**src/pde_pkg.sv**
```systemverilog
// ----------------------------------------------------------------------------
// pde_pkg
// Shared types, constants and the falling factorial function for the
// polynomial derivative evaluator.
// ----------------------------------------------------------------------------
`default_nettype none

package pde_pkg;

    localparam int DATA_W      = 32;
    localparam int ORDER_W     = 3;
    localparam int FF_W        = 13;
    localparam int CFG_INDEX_W = 4;

    localparam logic [CFG_INDEX_W-1:0] REG_DEGREE     = 4'd0;
    localparam logic [CFG_INDEX_W-1:0] REG_COEFF_BASE = 4'd1;

    localparam logic [ORDER_W-1:0] DEGREE_RESET = 3'd5;

    typedef struct packed {
        logic signed [DATA_W-1:0] val;
        logic                     ovf;
    } chain_t;

    typedef struct packed {
        logic               load;
        logic               shift;
        logic [ORDER_W-1:0] k;
        logic [ORDER_W-1:0] d;
    } cell_ctrl_t;

    typedef struct packed {
        logic clear;
        logic mul;
        logic add;
    } horner_ctrl_t;

    // i! / (i-k)!, zero when k exceeds i.
    function automatic logic [FF_W-1:0] falling_fact(input int i, input logic [ORDER_W-1:0] k);
        int f;
        f = (i < int'(k)) ? 0 : 1;
        for (int j = 1; j <= 7; j++) begin
            if (j > i - int'(k) && j <= i) begin
                f = f * j;
            end
        end
        return FF_W'(f);
    endfunction

endpackage

`default_nettype wire

```
**src/pde_cell.sv**
```systemverilog
// ----------------------------------------------------------------------------
// pde_cell
// One coefficient cell: holds a coefficient, scales it by the falling
// factorial on load and shifts its scaled value up the chain.
// ----------------------------------------------------------------------------
`default_nettype none

module pde_cell #(
    parameter int INDEX = 0
) (
    input  wire logic                            aclk,
    input  wire logic                            aresetn,
    input  wire logic                            coeff_we,
    input  wire logic [pde_pkg::DATA_W-1:0]      coeff_data,
    input  wire pde_pkg::cell_ctrl_t             ctrl,
    input  wire pde_pkg::chain_t                 prev,
    output pde_pkg::chain_t                      link_out
);
    import pde_pkg::*;

    logic signed [DATA_W-1:0]    coeff_reg, coeff_next;
    chain_t                      link_reg, link_next;
    logic [FF_W-1:0]             ff;
    logic signed [DATA_W+FF_W:0] prod;
    logic                        in_range;
    logic                        fits;
    chain_t                      scaled;

    assign ff       = falling_fact(INDEX, ctrl.k);
    assign prod     = coeff_reg * $signed({1'b0, ff});
    assign in_range = (ORDER_W'(INDEX) >= ctrl.k) && (ORDER_W'(INDEX) <= ctrl.d);
    assign fits     = (&prod[DATA_W+FF_W:DATA_W-1]) | ~(|prod[DATA_W+FF_W:DATA_W-1]);

    always_comb begin
        scaled = '0;
        if (in_range) begin
            if (fits) begin
                scaled.val = prod[DATA_W-1:0];
            end else if (prod[DATA_W+FF_W]) begin
                scaled.val = {1'b1, {(DATA_W-1){1'b0}}};
                scaled.ovf = 1'b1;
            end else begin
                scaled.val = {1'b0, {(DATA_W-1){1'b1}}};
                scaled.ovf = 1'b1;
            end
        end
    end

    always_comb begin
        coeff_next = coeff_we ? $signed(coeff_data) : coeff_reg;
        link_next  = link_reg;
        if (ctrl.load) begin
            link_next = scaled;
        end else if (ctrl.shift) begin
            link_next = prev;
        end
    end

    always_ff @(posedge aclk) begin
        if (!aresetn) begin
            coeff_reg <= '0;
        end else begin
            coeff_reg <= coeff_next;
        end
    end

    always_ff @(posedge aclk) begin
        link_reg <= link_next;
    end

    assign link_out = link_reg;

endmodule

`default_nettype wire

```
**src/pde_horner.sv**
```systemverilog
// ----------------------------------------------------------------------------
// pde_horner
// Horner accumulator: registered multiply by the point, then rounding,
// saturation and addition of the coefficient at the head of the chain.
// ----------------------------------------------------------------------------
`default_nettype none

module pde_horner #(
    parameter int FRAC_BITS = 16
) (
    input  wire logic                               aclk,
    input  wire pde_pkg::horner_ctrl_t              ctrl,
    input  wire logic signed [pde_pkg::DATA_W-1:0]  z_in,
    input  wire pde_pkg::chain_t                    head,
    output logic signed [pde_pkg::DATA_W-1:0]       sum_out,
    output logic                                    ovf_out
);
    import pde_pkg::*;

    localparam int PROD_W = 2 * DATA_W;

    logic signed [DATA_W-1:0] z_reg, z_next;
    logic signed [DATA_W-1:0] sum_reg, sum_next;
    logic                     ovf_reg, ovf_next;
    logic signed [PROD_W-1:0] prod_reg, prod_next;
    logic signed [PROD_W-1:0] rnd;
    logic signed [PROD_W-1:0] quo;
    logic                     quo_fits;
    logic signed [DATA_W-1:0] quo_sat;
    logic signed [DATA_W:0]   add;
    logic                     add_fits;
    logic signed [DATA_W-1:0] add_sat;

    assign prod_next = sum_reg * z_reg;
    assign rnd       = prod_reg + (PROD_W'(1) <<< (FRAC_BITS - 1));
    assign quo       = rnd >>> FRAC_BITS;
    assign quo_fits  = (&quo[PROD_W-1:DATA_W-1]) | ~(|quo[PROD_W-1:DATA_W-1]);

    always_comb begin
        if (quo_fits) begin
            quo_sat = quo[DATA_W-1:0];
        end else if (quo[PROD_W-1]) begin
            quo_sat = {1'b1, {(DATA_W-1){1'b0}}};
        end else begin
            quo_sat = {1'b0, {(DATA_W-1){1'b1}}};
        end
    end

    assign add      = {quo_sat[DATA_W-1], quo_sat} + {head.val[DATA_W-1], head.val};
    assign add_fits = (add[DATA_W] == add[DATA_W-1]);

    always_comb begin
        if (add_fits) begin
            add_sat = add[DATA_W-1:0];
        end else if (add[DATA_W]) begin
            add_sat = {1'b1, {(DATA_W-1){1'b0}}};
        end else begin
            add_sat = {1'b0, {(DATA_W-1){1'b1}}};
        end
    end

    always_comb begin
        z_next   = z_reg;
        sum_next = sum_reg;
        ovf_next = ovf_reg;
        if (ctrl.clear) begin
            z_next   = z_in;
            sum_next = '0;
            ovf_next = 1'b0;
        end else if (ctrl.add) begin
            sum_next = add_sat;
            ovf_next = ovf_reg | ~quo_fits | ~add_fits | head.ovf;
        end
    end

    always_ff @(posedge aclk) begin
        z_reg    <= z_next;
        sum_reg  <= sum_next;
        ovf_reg  <= ovf_next;
        if (ctrl.mul) begin
            prod_reg <= prod_next;
        end
    end

    assign sum_out = sum_reg;
    assign ovf_out = ovf_reg;

endmodule

`default_nettype wire

```
**src/polynomial_derivative_eval.sv**
```systemverilog
// ----------------------------------------------------------------------------
// polynomial_derivative_eval
// k-th derivative of a polynomial at a point, Horner's rule over a chain
// of coefficient cells, signed fixed point with saturation.
// ----------------------------------------------------------------------------
//
//  Channel  Direction  Handshake            Payload
//  s_       in         s_tvalid / s_tready  s_tdata: point, deriv_order
//  m_       out        m_tvalid / m_tready  m_tdata: value; m_tuser: overflow
//  cfg_     in         cfg_valid/cfg_ready  cfg_index, cfg_data
//
//  An item passes the shared multiplier (S_MUL) and adder (S_ADD) once per
//  coefficient from index MAX_DEGREE down to k before S_DONE loads the output
//  register, or goes straight to S_DONE when k exceeds the degree in use.
//  One item is in work at a time; the output register holds a result while
//  the next item is taken. A stall on m_tready holds a finished item.
//  Reset is synchronous and active low and restores degree 5, zero coefficients.
//
`default_nettype none

module polynomial_derivative_eval #(
    parameter int MAX_DEGREE = 5,
    parameter int FRAC_BITS  = 16
) (
    input  wire logic                                aclk,
    input  wire logic                                aresetn,
    input  wire logic                                s_tvalid,
    output logic                                     s_tready,
    input  wire logic [39:0]                         s_tdata,   // point[31:0], deriv_order[34:32]
    output logic                                     m_tvalid,
    input  wire logic                                m_tready,
    output logic [pde_pkg::DATA_W-1:0]               m_tdata,   // value[31:0]
    output logic [0:0]                               m_tuser,   // overflow[0]
    input  wire logic                                cfg_valid,
    output logic                                     cfg_ready,
    input  wire logic [pde_pkg::CFG_INDEX_W-1:0]     cfg_index,
    input  wire logic [pde_pkg::DATA_W-1:0]          cfg_data
);
    import pde_pkg::*;

    localparam int CNT_W = $clog2(MAX_DEGREE + 1);

    typedef enum logic [3:0] {
        S_IDLE = 4'b0001,
        S_MUL  = 4'b0010,
        S_ADD  = 4'b0100,
        S_DONE = 4'b1000
    } state_t;

    state_t                   state_reg, state_next;
    logic [CNT_W-1:0]         cnt_reg, cnt_next;
    logic [ORDER_W-1:0]       degree_reg, degree_next;
    logic                     out_valid_reg, out_valid_next;
    logic [DATA_W-1:0]        out_data_reg, out_data_next;
    logic                     out_ovf_reg, out_ovf_next;

    logic                     s_xfer;
    logic [ORDER_W-1:0]       in_k;
    logic [ORDER_W-1:0]       d_use;
    logic [ORDER_W:0]         steps;
    cell_ctrl_t               cctrl;
    horner_ctrl_t             hctrl;
    chain_t                   chain_zero;
    chain_t                   links [0:MAX_DEGREE];
    logic signed [DATA_W-1:0] sum;
    logic                     ovf;

    assign cfg_ready  = 1'b1;
    assign s_tready   = (state_reg == S_IDLE);
    assign s_xfer     = s_tvalid & s_tready;
    assign in_k       = s_tdata[DATA_W+ORDER_W-1:DATA_W];
    assign d_use      = (degree_reg > ORDER_W'(MAX_DEGREE)) ? ORDER_W'(MAX_DEGREE) : degree_reg;
    assign steps      = (ORDER_W+1)'(MAX_DEGREE) - {1'b0, in_k};
    assign chain_zero = '0;

    assign cctrl.load  = s_xfer;
    assign cctrl.shift = (state_reg == S_ADD);
    assign cctrl.k     = in_k;
    assign cctrl.d     = d_use;

    assign hctrl.clear = s_xfer;
    assign hctrl.mul   = (state_reg == S_MUL);
    assign hctrl.add   = (state_reg == S_ADD);

    for (genvar i = 0; i <= MAX_DEGREE; i++) begin : g_cell
        pde_cell #(
            .INDEX(i)
        ) u_cell (
            .aclk      (aclk),
            .aresetn   (aresetn),
            .coeff_we  (cfg_valid && (cfg_index == REG_COEFF_BASE + CFG_INDEX_W'(i))),
            .coeff_data(cfg_data),
            .ctrl      (cctrl),
            .prev      ((i == 0) ? chain_zero : links[(i == 0) ? 0 : i - 1]),
            .link_out  (links[i])
        );
    end

    pde_horner #(
        .FRAC_BITS(FRAC_BITS)
    ) u_horner (
        .aclk   (aclk),
        .ctrl   (hctrl),
        .z_in   ($signed(s_tdata[DATA_W-1:0])),
        .head   (links[MAX_DEGREE]),
        .sum_out(sum),
        .ovf_out(ovf)
    );

    always_comb begin
        state_next     = state_reg;
        cnt_next       = cnt_reg;
        degree_next    = degree_reg;
        out_valid_next = out_valid_reg;
        out_data_next  = out_data_reg;
        out_ovf_next   = out_ovf_reg;

        if (cfg_valid && cfg_index == REG_DEGREE) begin
            degree_next = cfg_data[ORDER_W-1:0];
        end

        if (out_valid_reg && m_tready) begin
            out_valid_next = 1'b0;
        end

        unique case (state_reg)
            S_IDLE: begin
                if (s_xfer) begin
                    cnt_next = steps[CNT_W-1:0];
                    if (in_k > d_use) begin
                        state_next = S_DONE;
                    end else begin
                        state_next = S_MUL;
                    end
                end
            end
            S_MUL: begin
                state_next = S_ADD;
            end
            S_ADD: begin
                if (cnt_reg == '0) begin
                    state_next = S_DONE;
                end else begin
                    cnt_next   = cnt_reg - CNT_W'(1);
                    state_next = S_MUL;
                end
            end
            S_DONE: begin
                if (!out_valid_reg || m_tready) begin
                    out_valid_next = 1'b1;
                    out_data_next  = sum;
                    out_ovf_next   = ovf;
                    state_next     = S_IDLE;
                end
            end
            default: begin
                state_next = S_IDLE;
            end
        endcase
    end

    always_ff @(posedge aclk) begin
        if (!aresetn) begin
            state_reg     <= S_IDLE;
            cnt_reg       <= '0;
            degree_reg    <= DEGREE_RESET;
            out_valid_reg <= 1'b0;
        end else begin
            state_reg     <= state_next;
            cnt_reg       <= cnt_next;
            degree_reg    <= degree_next;
            out_valid_reg <= out_valid_next;
        end
    end

    always_ff @(posedge aclk) begin
        out_data_reg <= out_data_next;
        out_ovf_reg  <= out_ovf_next;
    end

    assign m_tvalid   = out_valid_reg;
    assign m_tdata    = out_data_reg;
    assign m_tuser[0] = out_ovf_reg;

endmodule

`default_nettype wire
```
**config.mk**
```make
export PLATFORM = sky130hd
export DESIGN_NAME = polynomial_derivative_eval
export DESIGN_NICKNAME = d
export VERILOG_FILES = /design/src/pde_pkg.sv /design/src/pde_cell.sv /design/src/pde_horner.sv /design/src/polynomial_derivative_eval.sv
export SDC_FILE = /design/constraint.sdc
export NUM_CORES = 2
export LEC_CHECK = 0
export BUFFER_PORTS_ARGS = -buffer_cell sky130_fd_sc_hd__buf_2
export CAP_MARGIN = 40
export CORE_MARGIN = 2
export CORE_UTILIZATION = 32
export CTS_CLUSTER_DIAMETER = 40
export CTS_CLUSTER_SIZE = 25
export DETAILED_ROUTE_END_ITERATION = 12
export HOLD_SLACK_MARGIN = 0.1
export PLACE_DENSITY_LB_ADDON = 0.3
export SYNTH_ARGS = -nofsm -noshare
export SYNTH_HDL_FRONTEND = slang
export SYNTH_SLANG_ARGS = --single-unit
```
**constraint.sdc**
```tcl
create_clock -name aclk -period 10.9 [get_ports aclk]
set_input_delay 0.545 -clock aclk [delete_from_list [all_inputs] [get_ports aclk]]
set_output_delay 0.545 -clock aclk [all_outputs]
set_load 0.01 [all_outputs]
```
Word-level counts from Yosys, hierarchy flattened --
Index checks and enable logic that the tools add are counted.
Storage, ports and cells: bits in registers 563, bits of input ports 81, word-level logic and storage cells 216
Cells by class: $add $sub $neg 8, multipliers 11, magnitude comparators 30, equal/unequal tests 14, mux-type cells 68, bitwise operators 20, reductions and logical operators 37
Operators with widths (count):
- $mux 33 | 24
- $mux 32 | 13
- $gt 3x32->1 const A | 7
- $mul 32x14->46 | 4
- $gt 4x32->1 const A | 3
- $reduce_and 15->1 | 6
- $reduce_or 15->1 | 6
- $mul 32x2->34 | 2
- $mux 13 | 5
- $add 64x17->64 const B | 1
- $mul 32x3->13 const B | 2
- $mul 32x32->64 | 1
- $add 32x32->33 | 1
- $mul 32x3->32 const B | 1
- $mul 32x4->13 const B | 1
- $reduce_and 17->1 | 1
- $reduce_or 17->1 | 1
- $eq 4x3->1 const B | 4
- $mux 4 | 4
- $pmux 4 s4 | 1
- $mux 1 | 15
- $logic_and 1x1->1 | 14
- $eq 4x2->1 const B | 3
- $or 1x1->1 | 10
- other kinds (32) | 58

Longest topological paths before layout --
word-level depth 15, gate-level depth with buffers 45, gate-level depth less buffers 40

Modules after synthesis --
A second synthesis with hierarchy kept.
Unflattened totals: cells, all modules 9344, area, all modules 89814.9 sq um
By module, submodules not included:
- pde_horner | times used 1, cells each 4426, area an instance 42379.4 sq um
- pde_cell (g_cell[5].u_cell) | times used 1, cells each 1527, area an instance 14174.8 sq um
- pde_cell (g_cell[4].u_cell) | times used 1, cells each 1071, area an instance 10119.7 sq um
- pde_cell (g_cell[3].u_cell) | times used 1, cells each 1079, area an instance 9546.7 sq um
- pde_cell (g_cell[2].u_cell) | times used 1, cells each 630, area an instance 5770.5 sq um
- pde_cell (g_cell[1].u_cell) | times used 1, cells each 248, area an instance 3159.3 sq um
- pde_cell (g_cell[0].u_cell) | times used 1, cells each 246, area an instance 2945.3 sq um
- polynomial_derivative_eval | times used 1, cells each 117, area an instance 1719.1 sq um

Least setup slack after synthesis --
Ideal clock, no wire load.
kind input-to-reg, start input port s_tdata[33], end register g_cell[5].u_cell.link_reg (netlist bit g_cell[5].u_cell.link_out[13]) (data pin), setup time 261 ps, arrival 10336 ps, slack 303 ps, stages on the path 39, path buffers 6, cell sequence clkbuf_1 clkinv_1 ha_1 nor3b_1 ha_1 mux2i_1 nor2b_1 clkbuf_1 ha_1 ha_1 inv_1 fa_1 nor2_1 clkbuf_1 nand2_1 fa_1 inv_1 fa_1 [3 not listed] inv_1 fa_1 inv_1 ha_1 buf_6 a21o_1 a31o_2 nor3b_1 a221oi_2 a21oi_2 nor3_1 or3_1 xor2_1 or4b_4 o211a_1 buf_6 buf_6 a221o_1
RTL lines:
- start, declared | RTL line polynomial_derivative_eval.sv:29 | input wire logic [39:0] s_tdata,
- end signal, assigned | RTL line pde_cell.sv:68 | link_reg <= link_next;
- end, declared | RTL line pde_cell.sv:22 | chain_t link_reg, link_next;

==> impl_results.md <==
* Yosys reg bits at around 550
* Vias in the first global route at approximately 70000
* Port bufs at 110
* Int Pwr at between 5 and 6 mW
* Max-Cap Viols at 0
* CTS root buffer: clkbuf_16
* Hold crit path type: input port to register
* Layout cell share with drive strength beyond 1 at 5.74%
* Vias/cell at 4.83
* Mapped Cells at just under 10000
* Clock Power Share at roughly 44%
* Crit path time final at ~10 ns
* Critical path's slowest cell: or4b_4
* Slew Limit Fails at 0
* CP startpoint kind: input port
* Post-CTS Setup Repair Bufs at 0
* Sw Share at 33.4%
* Critical path origin: s_tdata[33]
* Die width at ~530 um
* Crit-path max cell delay at between 0.5 and 0.6 ns
* Via count at 64517
* CP max FO at 30
* Standard-cell rows at between 150 and 200
* Mapped Avg Cell Area at between 8 and 9 um2
* Clk_lat worst skew at ~0.76 ns
* Post-Syn Area at 86900 um2
* Avg WL per Cell at around 18 um
* Critical path required time at about 11 ns
* Initial core utilization at approximately 32%
* Hpwl dp at 192000 um
* GRT Resource Usage Total at roughly 18%
* Hold Crit Start: aresetn
* Pleak at 47.0 nW
* Most frequent cells in the layout: inv_1 (1977), nand2_1 (1632), fa_1 (1519)
* RSZ-0062 raised after global routing: no
* DRT Wirelength at about 240000 um
* Yosys cell types at 100
* Endpoints failing setup at 0
* Max Clk Rate at 98.0 MHz
* Worst-Margin Slew at ~0.99 ns
* IO Pins at around 120
* Core area at approximately 270000 um2
* Sequential element share of the synthesized area at between 15 and 20%
* Num CTS Buffers at between 100 and 150
* Pwr/cell area at 81.3 nW/um2
* Final total power at roughly 7.8 mW
* Drt drc at 0
* CTS sink cnt at between 500 and 600
* Final cell count without fillers at around 13000
* NetSw at approximately 2.6 mW
* Antenna violations before repair at 6
* Relative slew slack at 34.2%
* Fin nets at ~12000
* Global-route wire length before repair at 389000 um
* Final hold violation count at 0
* Crit Path Category: input port to register
* Top delay family on crit path: adder cells
* R2R Path Start: u_horner.z_reg[9]
* First DRT Iteration DRCs at 4139
* EDFF count, synth at roughly 310
* Placed instance count at about 13000
* H-tree depth at 3
* Final Cycle Share at 93.6%
* Seq pwr share at between 30% and 40%
* TritonCTS clock tree: done
* Design area at 96500 um2
* Status: complete, no violations
* Most frequent CP cell: ha_1
* Commonest non-fill, non-tap cell in the layout: inv_1
* Routed Antenna Nets at 0
* Crit. End Element: register
* Area grow syn2layout at 11.0%
* Setup Skew at around 0.09 ns
* Logic pwr share at 24.1%
* YS warnings at 0
* Top_reg_cell synth: edfxtp_1
* GRT overflow at 0
* Ys async rst share at 0%
* Pre-antenna DRT Iters at 6
* Final GP Congestion at 0.887
* Die ar. at 276000 um2
* Crit path DAT at around 11 ns
* Pin count of the biggest net entering global routing at 207
* Critical path buffers and inverters at 9
* Clock transition time at the flip-flop clock pins of the worst setup and hold paths at 0.06 ns
* Die Ht at 525 um
* Peak supply drop at 0.000128 V
* DP Area at approximately 92000 um2
* Clock buffer depth at 3
* Max reg flops at slightly below 200
[layer usage]
metal | track usage [%] | part of all wire, %
met3 | 2.10 | 5.1
met5 | 0 | 0.0050
met1 | 24.8 | 46
met2 | 28.5 | 46
met4 | 4.76 | 2.8
[synthesized netlist by cell type (50+ instances only)]
cell      count  area share (%)
a21boi_0    196             1.7
a21o_1      132             1.1
a21oi_1     343             2.0
and2_1      595             4.3
and3_1      103            0.74
clkbuf_1    423             1.8
dfxtp_1     236             5.4
edfxtp_1    311              11
fa_1       1519              35
ha_1        691             9.9
inv_1      1978             8.5
nand2_1    1633             7.1
nand2b_1     68            0.49
nand3_1      86            0.50
nor2_1      166            0.72
nor3_1       50            0.29
o21ai_0     217             1.2
o31ai_1      52            0.45
xnor2_1     143             1.4
xor2_1      109             1.1
[final cells by class]
cell class	count	area (um2)
clock inverters	78	1040
fillers	27590	174000
diodes	3	7.51
well taps	3570	4470
flip-flops and latches	547	14100
inverters	1980	7440
clock buffers	124	2800
multi-input cells	6726	64000
repair buffers	335	2650
[kinds of logic (layout without fill, tap and decap cells)]
family,Yosys count,count (layout),share of synthesized area [%]
AND/OR/NAND/NOR,2871,2871,15.5
other,2,75,0.00864
AO/OA/AOI/OAI,1301,1301,9.96
flip-flops,547,547,16.2
buffers and inverters,2458,2517,10.7
adder cells (fa/ha/maj),2218,2218,45.0
XOR/XNOR,253,253,2.56
multiplexers,11,11,0.132
[power by group through the flow]
stage	logic (mW)	registers, mW	clock network, mW
2_1_floorplan	1.29	2.45	0
3_3_place_gp	1.83	2.52	0
3_5_place_dp	1.87	2.51	0
4_1_cts	1.90	2.47	3.56
5_1_grt	2.12	2.48	3.65
6_report	1.89	2.47	3.48
[metrics by stage]
| step | worst slack (ns) | TNS, ns | utilization [%] | hold WS (ns) |
|---|---|---|---|---|
| floorplan | 0.303 | 0 | - | 0.431 |
| global placement | -0.276 | -5.58 | 34.0 | 0.440 |
| detailed placement | -0.100 | -0.516 | 34.1 | 0.448 |
| CTS | 0.668 | 0 | 35.6 | 0.103 |
| global route | 0.129 | 0 | 35.7 | 0.136 |
| finish | 0.696 | 0 | 35.7 | 0.157 |
[timing repair]
action,in CTS,in global routing
setup endpoints to repair,0,6
hold endpoints to repair,32,1
resized for setup,0,2
hold buffers,32,1
[path summary, 6_finish.rpt]
path | cells after the start | slack [ns] | to
setup reg to reg | 27 | 1.22 | u_horner.prod_reg[63]
setup / recovery | 41 | 0.70 | g_cell[5].u_cell.link_out[16]
hold / removal | 2 | 0.16 | g_cell[0].u_cell.coeff_reg[3]
hold reg to reg | 2 | 0.46 | u_horner.sum_out[29]
(Power assumes the default switching activity.)
